### config.mk
export PLATFORM = sky130hd
export DESIGN_NAME = bpa_ctrl
export DESIGN_NICKNAME = d
export VERILOG_FILES = /design/src/bpa_pkg.sv /design/src/bpa_ctrl.sv
export SDC_FILE = /design/constraint.sdc
export NUM_CORES = 1
export LEC_CHECK = 0
export BUFFER_PORTS_ARGS = -buffer_cell sky130_fd_sc_hd__buf_4
export CORE_MARGIN = 10
export CORE_UTILIZATION = 41
export CTS_CLUSTER_DIAMETER = 40
export CTS_CLUSTER_SIZE = 25
export DETAILED_ROUTE_END_ITERATION = 10
export GPL_TIMING_DRIVEN = 0
export HOLD_SLACK_MARGIN = 0.02
export PLACE_DENSITY = 0.61
export REMOVE_ABC_BUFFERS = 1
export SLEW_MARGIN = 15
export SYNTH_ARGS = -nofsm -noshare
export SYNTH_HDL_FRONTEND = slang
export SYNTH_SLANG_ARGS = --single-unit
### constraint.sdc
create_clock -name i_clk -period 2.57 [get_ports i_clk]
set_clock_uncertainty 0.2 [all_clocks]
set_input_delay 0.514 -clock i_clk [delete_from_list [all_inputs] [get_ports i_clk]]
set_output_delay 0.514 -clock i_clk [all_outputs]
set_load 0.005 [all_outputs]
### src/bpa_pkg.sv
// Shared types, codes and command/status bundles of the buddy page allocator.
package bpa_pkg;

    localparam int FRAME_W   = 20;
    localparam int COUNT_W   = 11;
    localparam int CFG_IDX_W = 2;

    localparam logic [COUNT_W-1:0] PAGES_RESET = 11'd1024;

    // Result status codes.
    localparam logic [1:0] ST_OK        = 2'd0;
    localparam logic [1:0] ST_OOM       = 2'd1;
    localparam logic [1:0] ST_TOO_LARGE = 2'd2;
    localparam logic [1:0] ST_BAD_ADDR  = 2'd3;

    // Configuration register indexes.
    localparam logic [CFG_IDX_W-1:0] REG_BASE  = 2'd0;
    localparam logic [CFG_IDX_W-1:0] REG_PAGES = 2'd1;

    typedef struct packed {
        logic               action;
        logic [COUNT_W-1:0] page_count;
        logic [FRAME_W-1:0] page_frame;
    } t_in_word;

    typedef struct packed {
        logic [1:0]         status;
        logic [FRAME_W-1:0] block_frame;
        logic [COUNT_W-1:0] free_pages;
    } t_out_word;

    typedef enum logic [4:0] {
        OP_NOP,
        OP_ACCEPT,
        OP_SET_ST,
        OP_ASRCH,
        OP_SPLIT_SEL,
        OP_SPLIT_LO,
        OP_SPLIT_HI,
        OP_SPLIT_DEC,
        OP_TAKE,
        OP_AFIN,
        OP_F_ADD,
        OP_J_BUD,
        OP_J_P,
        OP_J_UP,
        OP_UL_RD,
        OP_UL_NB,
        OP_UL_CL,
        OP_PU_W1,
        OP_PU_W2,
        OP_FL_RD,
        OP_FL_WR,
        OP_RB_INIT,
        OP_CLR,
        OP_RB_CARVE,
        OP_RB_NEXT,
        OP_RB_BIG
    } t_op;

    typedef struct packed {
        t_op        op;
        logic [1:0] st;
        logic       out_load;
        logic       cfg_we;
    } t_dp_cmd;

    typedef struct packed {
        logic too_large;
        logic is_free;
        logic none_found;
        logic o_gt_ord;
        logic free_bad;
        logic onl_nz;
        logic join_ok;
        logic bud_match;
        logic clr_last;
        logic ro_last;
        logic rb_bit;
        logic rb_fit;
    } t_dp_stat;

endpackage

### src/bpa_ctrl.sv
// Controller state machine of the buddy page allocator.
module bpa_ctrl (
    input  logic                          i_clk,
    input  logic                          i_rst_n,
    input  logic                          i_in_valid,
    output logic                          o_in_stall,
    output logic                          o_out_valid,
    input  logic                          i_out_stall,
    input  logic                          i_cfg_valid,
    input  logic [bpa_pkg::CFG_IDX_W-1:0] i_cfg_index,
    input  bpa_pkg::t_dp_stat             i_stat,
    output bpa_pkg::t_dp_cmd              o_cmd
);
    import bpa_pkg::*;

    typedef enum logic [5:0] {
        S_RB_INIT, S_CLR, S_RB_ORD, S_RB_NEXT, S_RB_BIG,
        S_IDLE, S_DECODE, S_DONE,
        S_ASRCH, S_ACHK, S_SPL_SEL, S_SPL_FL, S_SPL_LO, S_SPL_HI, S_SPL_DEC,
        S_TAKE, S_TAKE_FL, S_AFIN,
        S_FCHK, S_FADD, S_JTEST, S_JRD, S_JCHK, S_JP, S_JUP, S_JFL,
        S_UL_RD, S_UL_NB, S_UL_CL,
        S_PU_RD, S_PU_NB, S_PU_W1, S_PU_W2,
        S_FL_RD, S_FL_WR
    } t_state;

    t_state r_state, n_state;
    t_state r_ret, n_ret;
    logic   r_in_stall;
    logic   r_out_valid;

    always_comb begin
        n_state         = r_state;
        n_ret           = r_ret;
        o_cmd.op        = OP_NOP;
        o_cmd.st        = ST_OK;
        o_cmd.out_load  = 1'b0;
        o_cmd.cfg_we    = 1'b0;
        case (r_state)
            S_RB_INIT: begin
                o_cmd.op = OP_RB_INIT;
                n_state  = S_CLR;
            end
            S_CLR: begin
                o_cmd.op = OP_CLR;
                if (i_stat.clr_last) n_state = S_RB_ORD;
            end
            S_RB_ORD: begin
                if (i_stat.ro_last) begin
                    n_state = S_RB_BIG;
                end else if (i_stat.rb_bit) begin
                    o_cmd.op = OP_RB_CARVE;
                    n_state  = S_PU_RD;
                    n_ret    = S_RB_NEXT;
                end else begin
                    o_cmd.op = OP_RB_NEXT;
                end
            end
            S_RB_NEXT: begin
                o_cmd.op = OP_RB_NEXT;
                n_state  = S_RB_ORD;
            end
            S_RB_BIG: begin
                if (i_stat.rb_fit) begin
                    o_cmd.op = OP_RB_BIG;
                    n_state  = S_PU_RD;
                    n_ret    = S_RB_BIG;
                end else begin
                    n_state = S_IDLE;
                end
            end
            S_IDLE: begin
                if (i_in_valid) begin
                    o_cmd.op = OP_ACCEPT;
                    n_state  = S_DECODE;
                end
            end
            S_DECODE: begin
                if (i_stat.too_large) begin
                    o_cmd.op = OP_SET_ST;
                    o_cmd.st = ST_TOO_LARGE;
                    n_state  = S_DONE;
                end else if (!i_stat.is_free) begin
                    n_state = S_ASRCH;
                end else if (i_stat.free_bad) begin
                    o_cmd.op = OP_SET_ST;
                    o_cmd.st = ST_BAD_ADDR;
                    n_state  = S_DONE;
                end else begin
                    o_cmd.op = OP_UL_RD;
                    n_state  = S_FCHK;
                end
            end
            S_ASRCH: begin
                if (i_stat.none_found) begin
                    o_cmd.op = OP_SET_ST;
                    o_cmd.st = ST_OOM;
                    n_state  = S_DONE;
                end else begin
                    o_cmd.op = OP_ASRCH;
                    n_state  = S_ACHK;
                end
            end
            S_ACHK: n_state = i_stat.o_gt_ord ? S_SPL_SEL : S_TAKE;
            S_SPL_SEL: begin
                o_cmd.op = OP_SPLIT_SEL;
                n_state  = S_UL_RD;
                n_ret    = S_SPL_FL;
            end
            S_SPL_FL: begin
                n_state = S_FL_RD;
                n_ret   = S_SPL_LO;
            end
            S_SPL_LO: begin
                o_cmd.op = OP_SPLIT_LO;
                n_state  = S_PU_RD;
                n_ret    = S_SPL_HI;
            end
            S_SPL_HI: begin
                o_cmd.op = OP_SPLIT_HI;
                n_state  = S_PU_RD;
                n_ret    = S_SPL_DEC;
            end
            S_SPL_DEC: begin
                o_cmd.op = OP_SPLIT_DEC;
                n_state  = S_ACHK;
            end
            S_TAKE: begin
                o_cmd.op = OP_TAKE;
                n_state  = S_UL_RD;
                n_ret    = S_TAKE_FL;
            end
            S_TAKE_FL: begin
                n_state = S_FL_RD;
                n_ret   = S_AFIN;
            end
            S_AFIN: begin
                o_cmd.op = OP_AFIN;
                n_state  = S_DONE;
            end
            S_FCHK: begin
                if (i_stat.onl_nz) begin
                    o_cmd.op = OP_SET_ST;
                    o_cmd.st = ST_BAD_ADDR;
                    n_state  = S_DONE;
                end else begin
                    n_state = S_PU_RD;
                    n_ret   = S_FADD;
                end
            end
            S_FADD: begin
                o_cmd.op = OP_F_ADD;
                n_state  = S_FL_RD;
                n_ret    = S_JTEST;
            end
            S_JTEST: begin
                if (i_stat.join_ok) begin
                    o_cmd.op = OP_J_BUD;
                    n_state  = S_JRD;
                end else begin
                    n_state = S_DONE;
                end
            end
            S_JRD: begin
                o_cmd.op = OP_UL_RD;
                n_state  = S_JCHK;
            end
            S_JCHK: begin
                if (i_stat.bud_match) begin
                    n_state = S_UL_NB;
                    n_ret   = S_JP;
                end else begin
                    n_state = S_DONE;
                end
            end
            S_JP: begin
                o_cmd.op = OP_J_P;
                n_state  = S_UL_RD;
                n_ret    = S_JUP;
            end
            S_JUP: begin
                o_cmd.op = OP_J_UP;
                n_state  = S_PU_RD;
                n_ret    = S_JFL;
            end
            S_JFL: begin
                n_state = S_FL_RD;
                n_ret   = S_JTEST;
            end
            S_DONE: begin
                if (!r_out_valid || !i_out_stall) begin
                    o_cmd.out_load = 1'b1;
                    n_state        = S_IDLE;
                end
            end
            S_UL_RD: begin
                o_cmd.op = OP_UL_RD;
                n_state  = S_UL_NB;
            end
            S_UL_NB: begin
                o_cmd.op = OP_UL_NB;
                n_state  = S_UL_CL;
            end
            S_UL_CL: begin
                o_cmd.op = OP_UL_CL;
                n_state  = r_ret;
            end
            S_PU_RD: begin
                o_cmd.op = OP_UL_RD;
                n_state  = S_PU_NB;
            end
            S_PU_NB: begin
                o_cmd.op = OP_UL_NB;
                n_state  = S_PU_W1;
            end
            S_PU_W1: begin
                o_cmd.op = OP_PU_W1;
                n_state  = S_PU_W2;
            end
            S_PU_W2: begin
                o_cmd.op = OP_PU_W2;
                n_state  = r_ret;
            end
            S_FL_RD: begin
                o_cmd.op = OP_FL_RD;
                n_state  = S_FL_WR;
            end
            S_FL_WR: begin
                o_cmd.op = OP_FL_WR;
                n_state  = r_ret;
            end
            default: n_state = S_RB_INIT;
        endcase
        // A register write restarts the rebuild of all lists.
        if (i_cfg_valid && (i_cfg_index == REG_BASE || i_cfg_index == REG_PAGES)) begin
            o_cmd.cfg_we = 1'b1;
            n_state      = S_RB_INIT;
        end
    end

    always_ff @(posedge i_clk) begin
        if (!i_rst_n) begin
            r_state     <= S_RB_INIT;
            r_ret       <= S_IDLE;
            r_in_stall  <= 1'b1;
            r_out_valid <= 1'b0;
        end else begin
            r_state    <= n_state;
            r_ret      <= n_ret;
            r_in_stall <= (n_state != S_IDLE);
            if (o_cmd.out_load) begin
                r_out_valid <= 1'b1;
            end else if (!i_out_stall) begin
                r_out_valid <= 1'b0;
            end
        end
    end

    assign o_in_stall  = r_in_stall;
    assign o_out_valid = r_out_valid;

endmodule

---- Word level (Yosys, flattened, before mapping) ----
Cells that the tools add are included.
cells by class
  shift-type cells ........................ 0
  reductions and logical operators ........ 16
  mux-type cells .......................... 41
  $mul .................................... 0
  equality and inequality tests ........... 42
  bitwise operators ....................... 0
  div/mod/pow operators ................... 0
  add/subtract/negate cells ............... 0
  order comparisons ....................... 0
operators with widths
  operator            count
  $pmux 6 s26         1
  $pmux 5 s26         1
  $eq 6x5->1 const B  16
  $mux 6              15
  $pmux 6 s13         1
  $eq 6x4->1 const B  8
  $mux 5              7
  $eq 6x3->1 const B  4
  $mux 4              5
  $eq 6x6->1 const B  3
  $reduce_bool 13->1  1
  $eq 6x2->1 const B  2
  $reduce_or 3->1     4
  $ne 2x2->1 const B  5
  $mux 1              8
  $eq 6x1->1 const B  1
  $logic_not 6->1     1
  $ne 6x3->1 const B  1
  $pmux 2 s3          1
  $reduce_and 6->1    1
  $reduce_or 2->1     2
  $reduce_or 4->1     1
  $mux 3              1
  $eq 2x1->1 const B  1
  other kinds (6)     8
storage, ports and cells
  memories kept ........................... 0
  latch bits .............................. 0
  logic and storage cells ................. 103
  register bits after elaboration ......... 14
  bits in read-only memories .............. 0
  output and inout port bits .............. 11
  memory bits (writable) .................. 0

---- Longest topological paths before layout ----
Gate-level depths: netlist of run 1.
  depth after elaboration ................. 6
  depth in mapped cells ................... 10
  mapped depth without buffers ............ 6

---- Worst setup path after synthesis of run 1 ----
No wires, ideal clock.
  path type ............................... reg-to-output
  start ................................... reg r_state[3]
  end ..................................... out o_cmd[6] (netlist name)
  path slack .............................. 0.176 ns
  arrival ................................. 1.680 ns
  data required time ...................... 1.856 ns
  stages on the path, launching flop included .. 9
  cell sequence ........................... dfxtp_1 buf_2 buf_4 buf_6 nor2_2 o22ai_1 a22oi_1 o21ai_0 or4_1
RTL lines
  what                    line             source
  start, declared         bpa_ctrl.sv:27   t_state r_state, n_state;
  start signal, assigned  bpa_ctrl.sv:248  r_state <= n_state;
  end, declared           bpa_ctrl.sv:12   output bpa_pkg::t_dp_cmd o_cmd

==> flow_summary.html, run 1 <==
<table>
<tr><th>Metric</th><th>Value</th></tr>
<tr><th colspan="2">Finish</th></tr>
<tr><td>Ant diodes</td><td>0</td></tr>
<tr><td>Share of layout cells above drive strength 1</td><td>30.3%</td></tr>
<tr><td>Final instance count without filler cells</td><td>356</td></tr>
<tr><td>End-of-flow core utilization</td><td>54.2%</td></tr>
<tr><td>Area growth from synthesis to layout</td><td>26.9%</td></tr>
<tr><td>Filler instances</td><td>447</td></tr>
<tr><td>Final-stage net count</td><td>324</td></tr>
<tr><td>Post-layout instance area</td><td>2390 sq um</td></tr>
<tr><th colspan="2">STA</th></tr>
<tr><td>Final setup violation count</td><td>6</td></tr>
<tr><td>Highest clock frequency the design can meet</td><td>362 MHz</td></tr>
<tr><td>Worst Slack Setup Final</td><td>-0.196 ns</td></tr>
<tr><td>Measured slew at the worst slew-check pin</td><td>0.739 ns</td></tr>
<tr><td>Post-Route Hold Slack</td><td>0.268 ns</td></tr>
<tr><td>Unrepaired setup endpoints after global routing</td><td>true</td></tr>
<tr><td>Number of endpoints with negative hold slack in the final report</td><td>0</td></tr>
<tr><td>Period utilisation layout</td><td>108%</td></tr>
<tr><td>Remaining max-slew budget at the tightest pin</td><td>50.2%</td></tr>
<tr><td>Minimum clock period</td><td>2.77 ns</td></tr>
<tr><td>Max Slew Vio Count</td><td>0</td></tr>
<tr><td>Setup TNS</td><td>-0.745 ns</td></tr>
<tr><th colspan="2">Floorplan</th></tr>
<tr><td>DIE HEIGHT</td><td>87.8 um</td></tr>
<tr><td>Core area</td><td>4410 sq um</td></tr>
<tr><td>Die footprint</td><td>7710 sq um</td></tr>
<tr><td>Ports placed on the boundary</td><td>30</td></tr>
<tr><td>Initial core utilization</td><td>42.7%</td></tr>
<tr><td>Core Rows</td><td>24</td></tr>
<tr><td>Die X-Extent</td><td>87.8 um</td></tr>
<tr><th colspan="2">Setup path</th></tr>
<tr><td>Biggest fanout along the worst timing path</td><td>6</td></tr>
<tr><td>Crit Path Category</td><td>reg2out</td></tr>
<tr><td>Signal arrival time at the worst endpoint</td><td>2.05 ns</td></tr>
<tr><td>Element type at the critical path start</td><td>flip-flop</td></tr>
<tr><td>Capturing element type of the critical path</td><td>output port</td></tr>
<tr><td>Worst EP required</td><td>1.86 ns</td></tr>
<tr><th colspan="2">Route</th></tr>
<tr><td>Vias per inst</td><td>7.13</td></tr>
<tr><td>Antenna Nets Post-Route</td><td>0</td></tr>
<tr><td>Routed len/inst</td><td>23.0 um</td></tr>
<tr><td>WL final</td><td>8.19 mm</td></tr>
<tr><td># DRC</td><td>0</td></tr>
<tr><td>Total vias in the final route</td><td>2540</td></tr>
<tr><td>Total iterations of the first detailed-routing run</td><td>5</td></tr>
<tr><td>Starting DRT DRC Count</td><td>477</td></tr>
<tr><th colspan="2">Logic synthesis</th></tr>
<tr><td>Synthesized-area fraction occupied by and/or/nand/nor cells</td><td>37.6%</td></tr>
<tr><td>Synthesized-area fraction occupied by ao, oa, aoi and oai cells</td><td>34.5%</td></tr>
<tr><td>Area share of the largest cell type after synthesis</td><td>13.8%</td></tr>
<tr><td>Area share of xor/xnor cells in the synthesized design</td><td>0.464%</td></tr>
<tr><td>Post-synth top cells</td><td>sky130_fd_sc_hd__a21oi_1 (22), sky130_fd_sc_hd__nand2_1 (22), sky130_fd_sc_hd__o21ai_0 (19)</td></tr>
<tr><td>Biggest area consumer among synthesized cells</td><td>sky130_fd_sc_hd__dfxtp_1</td></tr>
<tr><td>Mux share of post-synthesis cell area</td><td>3.18%</td></tr>
<tr><td>EDFF count, synth</td><td>0</td></tr>
<tr><td>Netlist area before placement</td><td>1890 sq um</td></tr>
<tr><td>Count of mapped cells out of synthesis</td><td>275</td></tr>
<tr><td>Predominant post-synthesis flop cell</td><td>sky130_fd_sc_hd__dfxtp_1</td></tr>
<tr><td>Fraction of registers with async set/reset</td><td>0%</td></tr>
<tr><td>Total of warnings raised by yosys</td><td>0</td></tr>
<tr><td>Distinct cell type count of the synthesized netlist</td><td>69</td></tr>
<tr><td>Post-Synthesis Mean Instance Area</td><td>6.86 sq um</td></tr>
<tr><td>Post-Synth Adder-Cell Area</td><td>0%</td></tr>
<tr><td>Share of synthesized area occupied by flip-flops and latches</td><td>13.8%</td></tr>
<tr><td>Post-synthesis sequential element count</td><td>13</td></tr>
<tr><td>Largest family of logic cells by synthesized area</td><td>simple AND/OR/NAND/NOR gates</td></tr>
<tr><td>Cell types with the largest area share after synthesis</td><td>sky130_fd_sc_hd__dfxtp_1 (14%), sky130_fd_sc_hd__a21oi_1 (5.8%), sky130_fd_sc_hd__o21ai_0 (5.0%)</td></tr>
<tr><th colspan="2">Place</th></tr>
<tr><td>Post-Place Worst Slack</td><td>-0.777 ns</td></tr>
<tr><td>Placed cell count</td><td>326</td></tr>
<tr><td>Total cell area at the placement stage</td><td>2000 sq um</td></tr>
<tr><td>Port bufs</td><td>28</td></tr>
<tr><td>Routability-driven placement congestion ratio</td><td>0.944</td></tr>
<tr><td>Final HPWL DP</td><td>4.65 mm</td></tr>
<tr><th colspan="2">GRT</th></tr>
<tr><td>Number of antenna violations at the first check in global routing</td><td>0</td></tr>
<tr><td>Maximum number of pins on one net before global-route repair</td><td>22</td></tr>
<tr><td>Layer with the highest usage after global routing</td><td>met2</td></tr>
<tr><td>Via count of the first global-routing pass</td><td>2384</td></tr>
<tr><td>Met1 Use GR</td><td>26.9%</td></tr>
<tr><td>Total Routing Usage GR</td><td>21.0%</td></tr>
<tr><td>Global-route wire length before repair</td><td>12.8 mm</td></tr>
<tr><td>Grt ovf</td><td>0</td></tr>
<tr><td>GR Util met2</td><td>31.2%</td></tr>
<tr><td>Met3 Resource Use GR</td><td>6.78%</td></tr>
<tr><th colspan="2">Power and ir drop</th></tr>
<tr><td>Overall power of the completed layout</td><td>1.25 mW</td></tr>
<tr><td>Leakage</td><td>0.922 nW</td></tr>
<tr><td>Worst IR Drop VDD</td><td>0.260 mV</td></tr>
<tr><td>Areal power density over the cells</td><td>522 nW/um^2</td></tr>
<tr><th colspan="2">Clock network</th></tr>
<tr><td>CTS buffer count</td><td>3</td></tr>
<tr><td>CTS tree</td><td>built</td></tr>
<tr><td># H-tree levels</td><td>1</td></tr>
<tr><td>Clock insertion delay at the later pin of the skew report</td><td>0.25 ns</td></tr>
<tr><td>Clock tree sinks</td><td>13</td></tr>
<tr><td>Number of buffers on the longest clock path</td><td>2</td></tr>
<tr><td>Clock-pin slew of the registers on the worst-case setup and hold paths</td><td>0.07 ns</td></tr>
<tr><td>Clk Tree Root Cell</td><td>sky130_fd_sc_hd__clkbuf_8</td></tr>
<tr><th colspan="2">Min path</th></tr>
<tr><td>Type of the most critical hold path</td><td>reg2reg</td></tr>
<tr><th colspan="2">Run</th></tr>
<tr><td>Max-Cap Viols</td><td>0</td></tr>
<tr><th colspan="2">Status</th></tr>
<tr><td>Run status</td><td>complete, but fails checks</td></tr>
<tr><td>Failing checks</td><td>setup timing</td></tr>
</table>
registers in the layout, summed over array words and instances (netlist names):
signal,count
o_out_valid,1
o_in_stall,1
r_state,6
r_ret,5
worst paths after layout:
kind	startpoint	end	slack (ns)	cells past startpoint
hold reg to reg	r_ret[0]$_SDFFE_PN1P_	r_ret[0]$_SDFFE_PN1P_	0.27	2
hold / removal	r_ret[0]$_SDFFE_PN1P_	r_ret[0]$_SDFFE_PN1P_	0.27	2
setup reg to reg	r_state[2]$_SDFF_PN0_	o_in_stall$_SDFF_PN1_	0.02	12
setup / recovery	r_state[2]$_SDFF_PN0_	o_cmd[6]	-0.20	6
layout make-up:
type	count	area (sq um)	share of cell area (%)
timing repair buffer	54	450	18.8
tap	52	65.1	2.72
clock buffer	4	45.0	1.88
sequential	13	283	11.8
inverter	7	26.3	1.10
multi-input combinational	226	1520	63.7
logic make-up (layout without fill, tap and decap cells):
family	count (synthesis)	count (layout)
and+or+nand+nor	124	124
muxes	6	6
buffers and inverters	36	65
DFF	13	13
xor gates and xnor gates	1	1
AOI/OAI and AO/OA	95	95
power breakdown:
part	internal (mW)	switching, mW
registers	0.229	0.0550
logic	0.346	0.430
clock network	0.110	0.0813
total	0.684	0.566
critical path: stages, from the launching register on:
cell,delay [ns]
sky130_fd_sc_hd__dfxtp_4,0.38
sky130_fd_sc_hd__buf_6,0.14
sky130_fd_sc_hd__or4_4,0.52
sky130_fd_sc_hd__or4_4,0.44
sky130_fd_sc_hd__o21ai_2,0.08
sky130_fd_sc_hd__or4_1,0.14
sky130_fd_sc_hd__buf_4,0.11
routing by layer:
metal / up-vias / routed length, um
li1: 1097 / -
met1: 1152 / 3180
met2: 234 / 3380
met3: 57 / 1200
met4: 0 / 427
met5: - / 0
placed cells by master (no fill, tap or decap), types with 4 or more instances in the layout:
master and count:
sky130_fd_sc_hd__nor3_1 8, sky130_fd_sc_hd__nand2b_1 7, sky130_fd_sc_hd__dfxtp_1 7, sky130_fd_sc_hd__o21ai_0 15, sky130_fd_sc_hd__inv_1 6, sky130_fd_sc_hd__a21oi_1 20, sky130_fd_sc_hd__o211ai_1 4, sky130_fd_sc_hd__or4b_4 4
sky130_fd_sc_hd__mux2i_1 6, sky130_fd_sc_hd__nor2b_1 15, sky130_fd_sc_hd__dfxtp_4 6, sky130_fd_sc_hd__nand4_1 4, sky130_fd_sc_hd__buf_6 10, sky130_fd_sc_hd__o22ai_1 6, sky130_fd_sc_hd__nand2_1 22, sky130_fd_sc_hd__nand3_1 6
sky130_fd_sc_hd__nor2_1 17, sky130_fd_sc_hd__buf_4 43
repair_timing:
item	in CTS	in global routing
hold buffers	0	0
setup endpoints to repair	20	8
setup buffers	26	0
resized for setup	39	6
pin swaps	11	2
No activity file was read; power rests on OpenSTA's default activity.
==> run 2: changes to the inputs <==
ABC_AREA = 1   (was default)
PLACE_DENSITY = 0.62   (was 0.61)
TNS_END_PERCENT = 1   (was default)
==> run 2 against run 1 <==
The flow now finishes without violations. Wire length fell by 19%. Area after synthesis down 12%. Global-route usage shrank 2.7 points. Combinational power is 19% lower. Maximum frequency grew 9.5%. First-iteration DRC count decreased by 20%. Critical path type unchanged. Largest cell class unchanged.
==> flow_summary.html, run 2 <==
<table>
<tr><th>Metric</th><th>Value</th></tr>
<tr><th colspan="2">Setup path</th></tr>
<tr><td>Signal arrival time at the worst endpoint</td><td>1.81 ns (-0.24 ns)</td></tr>
<tr><td>Crit Path Category</td><td>reg2out</td></tr>
<tr><td>Register-to-register setup slack</td><td>0.40 ns (+0.38 ns)</td></tr>
<tr><td>Element type at the critical path start</td><td>flip-flop</td></tr>
<tr><td>Biggest fanout along the worst timing path</td><td>8 (+2)</td></tr>
<tr><td>Capturing element type of the critical path</td><td>output port</td></tr>
<tr><td>Worst EP required</td><td>1.86 ns (about the same)</td></tr>
<tr><td>Start of the worst register-to-register path</td><td>r_state[5]$_SDFF_PN0_</td></tr>
<tr><td>R2r endpoint</td><td>o_in_stall$_SDFF_PN1_</td></tr>
<tr><td>Length in cells of the worst reg-to-reg path</td><td>10 (-2)</td></tr>
<tr><th colspan="2">STA</th></tr>
<tr><td>Period utilisation layout</td><td>98.3% (-9.4 points)</td></tr>
<tr><td>Number of endpoints with negative hold slack in the final report</td><td>0 (unchanged)</td></tr>
<tr><td>Final setup violation count</td><td>0 (-6)</td></tr>
<tr><td>Unrepaired setup endpoints after global routing</td><td>true</td></tr>
<tr><td>Post-Route Hold Slack</td><td>0.271 ns (+0.00377 ns)</td></tr>
<tr><td>Minimum clock period</td><td>2.53 ns (-0.240 ns)</td></tr>
<tr><td>Max Slew Vio Count</td><td>0 (unchanged)</td></tr>
<tr><td>Measured slew at the worst slew-check pin</td><td>0.554 ns (-0.185 ns)</td></tr>
<tr><td>Highest clock frequency the design can meet</td><td>396 MHz (+9.5%)</td></tr>
<tr><td>Remaining max-slew budget at the tightest pin</td><td>63.1% (+13 points)</td></tr>
<tr><th colspan="2">Floorplan</th></tr>
<tr><td>Core area</td><td>3940 sq um (-11%)</td></tr>
<tr><td>Initial core utilization</td><td>42.0% (-0.79 points)</td></tr>
<tr><td>Core Rows</td><td>23 (-4.2%)</td></tr>
<tr><td>Ports placed on the boundary</td><td>30 (unchanged)</td></tr>
<tr><td>Die X-Extent</td><td>83.5 um (-4.9%)</td></tr>
<tr><td>Die footprint</td><td>6970 sq um (-9.6%)</td></tr>
<tr><td>DIE HEIGHT</td><td>83.5 um (-4.9%)</td></tr>
<tr><th colspan="2">Route</th></tr>
<tr><td>Starting DRT DRC Count</td><td>380 (-20%)</td></tr>
<tr><td>Vias per inst</td><td>5.66 (-21%)</td></tr>
<tr><td>Routed len/inst</td><td>16.2 um (-29%)</td></tr>
<tr><td>Antenna Nets Post-Route</td><td>0 (unchanged)</td></tr>
<tr><td>WL final</td><td>6.60 mm (-19%)</td></tr>
<tr><td>Total iterations of the first detailed-routing run</td><td>5 (unchanged)</td></tr>
<tr><td>Total vias in the final route</td><td>2302 (-9.4%)</td></tr>
<tr><td># DRC</td><td>0 (unchanged)</td></tr>
<tr><th colspan="2">GRT</th></tr>
<tr><td>Maximum number of pins on one net before global-route repair</td><td>12 (-45%)</td></tr>
<tr><td>Via count of the first global-routing pass</td><td>2129 (-11%)</td></tr>
<tr><td>Global-route wire length before repair</td><td>10.7 mm (-17%)</td></tr>
<tr><td>Total Routing Usage GR</td><td>18.3% (-2.7 points)</td></tr>
<tr><td>Grt ovf</td><td>0 (unchanged)</td></tr>
<tr><td>Number of antenna violations at the first check in global routing</td><td>0 (unchanged)</td></tr>
<tr><th colspan="2">Place</th></tr>
<tr><td>Final HPWL DP</td><td>5.24 mm (+13%)</td></tr>
<tr><td>Routability-driven placement congestion ratio</td><td>0.999 (+5.8%)</td></tr>
<tr><td>Port bufs</td><td>28 (unchanged)</td></tr>
<tr><th colspan="2">Clock network</th></tr>
<tr><td>Number of buffers on the longest clock path</td><td>2 (unchanged)</td></tr>
<tr><td>Clock insertion delay at the later pin of the skew report</td><td>0.25 ns (about the same)</td></tr>
<tr><td>CTS tree</td><td>built</td></tr>
<tr><td># H-tree levels</td><td>1 (unchanged)</td></tr>
<tr><td>Clock tree sinks</td><td>13 (unchanged)</td></tr>
<tr><td>Clk Tree Root Cell</td><td>sky130_fd_sc_hd__clkbuf_8</td></tr>
<tr><td>Clock-pin slew of the registers on the worst-case setup and hold paths</td><td>0.05 ns (-0.02 ns)</td></tr>
<tr><td>Cts hold-fix bufs</td><td>0 (unchanged)</td></tr>
<tr><td>CTS buffer count</td><td>3 (unchanged)</td></tr>
<tr><th colspan="2">Logic synthesis</th></tr>
<tr><td>Netlist area before placement</td><td>1650 sq um (-12%)</td></tr>
<tr><td>Post-Synthesis Mean Instance Area</td><td>5.11 sq um (-26%)</td></tr>
<tr><td>Total of warnings raised by yosys</td><td>0 (unchanged)</td></tr>
<tr><td>Most used standard cell by instance count after synthesis</td><td>sky130_fd_sc_hd__nand2_1</td></tr>
<tr><td>Count of mapped cells out of synthesis</td><td>324 (+18%)</td></tr>
<tr><td>Post-synthesis sequential element count</td><td>13 (unchanged)</td></tr>
<tr><td>Predominant post-synthesis flop cell</td><td>sky130_fd_sc_hd__dfxtp_1</td></tr>
<tr><td>EDFF count, synth</td><td>0 (unchanged)</td></tr>
<tr><td>Biggest area consumer among synthesized cells</td><td>sky130_fd_sc_hd__nand2_1</td></tr>
<tr><td>Area share of the largest cell type after synthesis</td><td>19.1% (+5.3 points)</td></tr>
<tr><td>Share of synthesized area occupied by flip-flops and latches</td><td>15.7% (+1.9 points)</td></tr>
<tr><td>Post-synth top cells</td><td>sky130_fd_sc_hd__nand2_1 (84), sky130_fd_sc_hd__nor2_1 (67), sky130_fd_sc_hd__nand3_1 (47)</td></tr>
<tr><td>Fraction of registers with async set/reset</td><td>0% (unchanged)</td></tr>
<tr><td>Cell types with the largest area share after synthesis</td><td>sky130_fd_sc_hd__nand2_1 (19%), sky130_fd_sc_hd__dfxtp_1 (16%), sky130_fd_sc_hd__nor2_1 (15%)</td></tr>
<tr><td>Distinct cell type count of the synthesized netlist</td><td>22 (-68%)</td></tr>
<tr><th colspan="2">Finish</th></tr>
<tr><td>Combined flip-flop and latch cell area</td><td>268 sq um (-5.3%)</td></tr>
<tr><td>End-of-flow core utilization</td><td>52.6% (-1.6 points)</td></tr>
<tr><td>Register containing the most flip-flops in the final layout</td><td>r_state</td></tr>
<tr><td>Highest-count cells in the layout ignoring fill and taps</td><td>sky130_fd_sc_hd__nand2_1 (82), sky130_fd_sc_hd__nor2_1 (61), sky130_fd_sc_hd__nand3_1 (44)</td></tr>
<tr><td>Share of layout cells above drive strength 1</td><td>21.3% (-9.0 points)</td></tr>
<tr><td>Most common library cell in the layout ignoring fill and taps</td><td>sky130_fd_sc_hd__nand2_1</td></tr>
<tr><td>Final-stage net count</td><td>377 (+16%)</td></tr>
<tr><td>Max FFs per register</td><td>6 (unchanged)</td></tr>
<tr><td>Ant diodes</td><td>0 (unchanged)</td></tr>
<tr><td>Filler instances</td><td>433 (-3.1%)</td></tr>
<tr><td>Area growth from synthesis to layout</td><td>25.4%</td></tr>
<tr><td>Largest registers ranked by flip-flop count</td><td>r_state x6, r_ret x5</td></tr>
<tr><td>Area used by multi-input combinational logic</td><td>1270 sq um (-17%)</td></tr>
<tr><th colspan="2">Run</th></tr>
<tr><td>Max-Cap Viols</td><td>0 (unchanged)</td></tr>
<tr><th colspan="2">Min path</th></tr>
<tr><td>Worst hold path depth</td><td>2 (unchanged)</td></tr>
<tr><td>Worst-case hold path end point</td><td>r_ret[3]$_SDFFE_PN0P_</td></tr>
<tr><td>Type of the most critical hold path</td><td>reg2reg</td></tr>
<tr><td>Worst Hold Launch</td><td>r_ret[3]$_SDFFE_PN0P_</td></tr>
<tr><th colspan="2">Power and ir drop</th></tr>
<tr><td>Areal power density over the cells</td><td>522 nW/um^2 (about the same)</td></tr>
<tr><td>Worst IR Drop VDD</td><td>0.325 mV (+25%)</td></tr>
<tr><td>Leakage</td><td>1.31 nW (+42%)</td></tr>
<tr><th colspan="2">Status</th></tr>
<tr><td>Run status</td><td>finished clean</td></tr>
</table>
run 2: routing by layer:
| layer | vias to the layer above | wire, um | global-route usage (%) |
|---|---|---|---|
| met3 | 31 | 715 | 3.32 |
| met5 | - | 0 | 0 |
| met2 | 146 | 3050 | 29.5 |
| met1 | 1003 | 2560 | 22.8 |
| met4 | 0 | 285 | 8.68 |
| li1 | 1122 | - | - |
run 2: final cells by class:
cell class / instances / area share (%)
well taps: 50 / 3.02
multi-input cells: 258 / 61.1
inverters: 49 / 8.87
flip-flops and latches: 13 / 12.9
clock buffers: 4 / 2.17
repair buffers: 33 / 11.9
run 2: stage by stage:
step	power [mW]	setup slack [ns]	setup TNS, ns	cell area [sq um]	std cells
2_1_floorplan	0.610	0.426	0	1630	319
3_3_place_gp	0.853	-0.267	-1.55	1900	397
3_5_place_dp	0.840	-0.167	-0.972	1900	397
4_1_cts	1.06	-0.00245	-0.00296	2020	405
5_1_grt	1.16	-0.0298	-0.0601	2070	407
6_report	1.08	0.0445	0	2070	407
run 2: critical path, stage by stage, from the launching register on:
cell and delay, ns:
sky130_fd_sc_hd__dfxtp_2 0.40, sky130_fd_sc_hd__inv_1 0.13, sky130_fd_sc_hd__nor2_4 0.24, sky130_fd_sc_hd__nand3_4 0.15
sky130_fd_sc_hd__inv_1 0.08, sky130_fd_sc_hd__nand2_1 0.11, sky130_fd_sc_hd__nand2_1 0.15, sky130_fd_sc_hd__nor3_1 0.06
sky130_fd_sc_hd__nand4_1 0.10, sky130_fd_sc_hd__buf_4 0.13
run 2: cells by family after synthesis:
family | synth area share (%)
simple gates | 65.7
buf+inv | 12.8
compound gates | 5.75
flops | 15.7
run 2: power breakdown:
part           switching [mW]  total (mW)  internal, mW
Sequential             0.0386       0.274         0.235
Clock                  0.0720       0.182         0.109
Combinational           0.397       0.627         0.230
Total                   0.508        1.08         0.575
run 2: how the worst max path moves through the flow:
stage | startpoint | endpoint | slack [ns] | cells past startpoint
final | r_state[2]$_SDFF_PN0_ | o_cmd[7] | 0.04 | 9
after CTS | r_state[2]$_SDFF_PN0_ | o_cmd[8] | -0.002 | 7
after global routing | r_state[3]$_SDFF_PN0_ | o_cmd[7] | -0.03 | 9
after detailed placement | r_state[5]$_SDFF_PN0_ | o_cmd[6] | -0.17 | 6
after floorplan | r_state[5]$_SDFF_PN0_ | o_cmd[4] | 0.43 | 7
after global placement | r_state[5]$_SDFF_PN0_ | o_cmd[6] | -0.27 | 6
run 2: what timing repair did:
action	4_1_cts	5_1_grt
endpoints found under the setup margin	15	7
cloned	1	0
buffers inserted	3	2
resized for setup	14	14
pin swaps	2	2
hold endpoints to repair	0	0
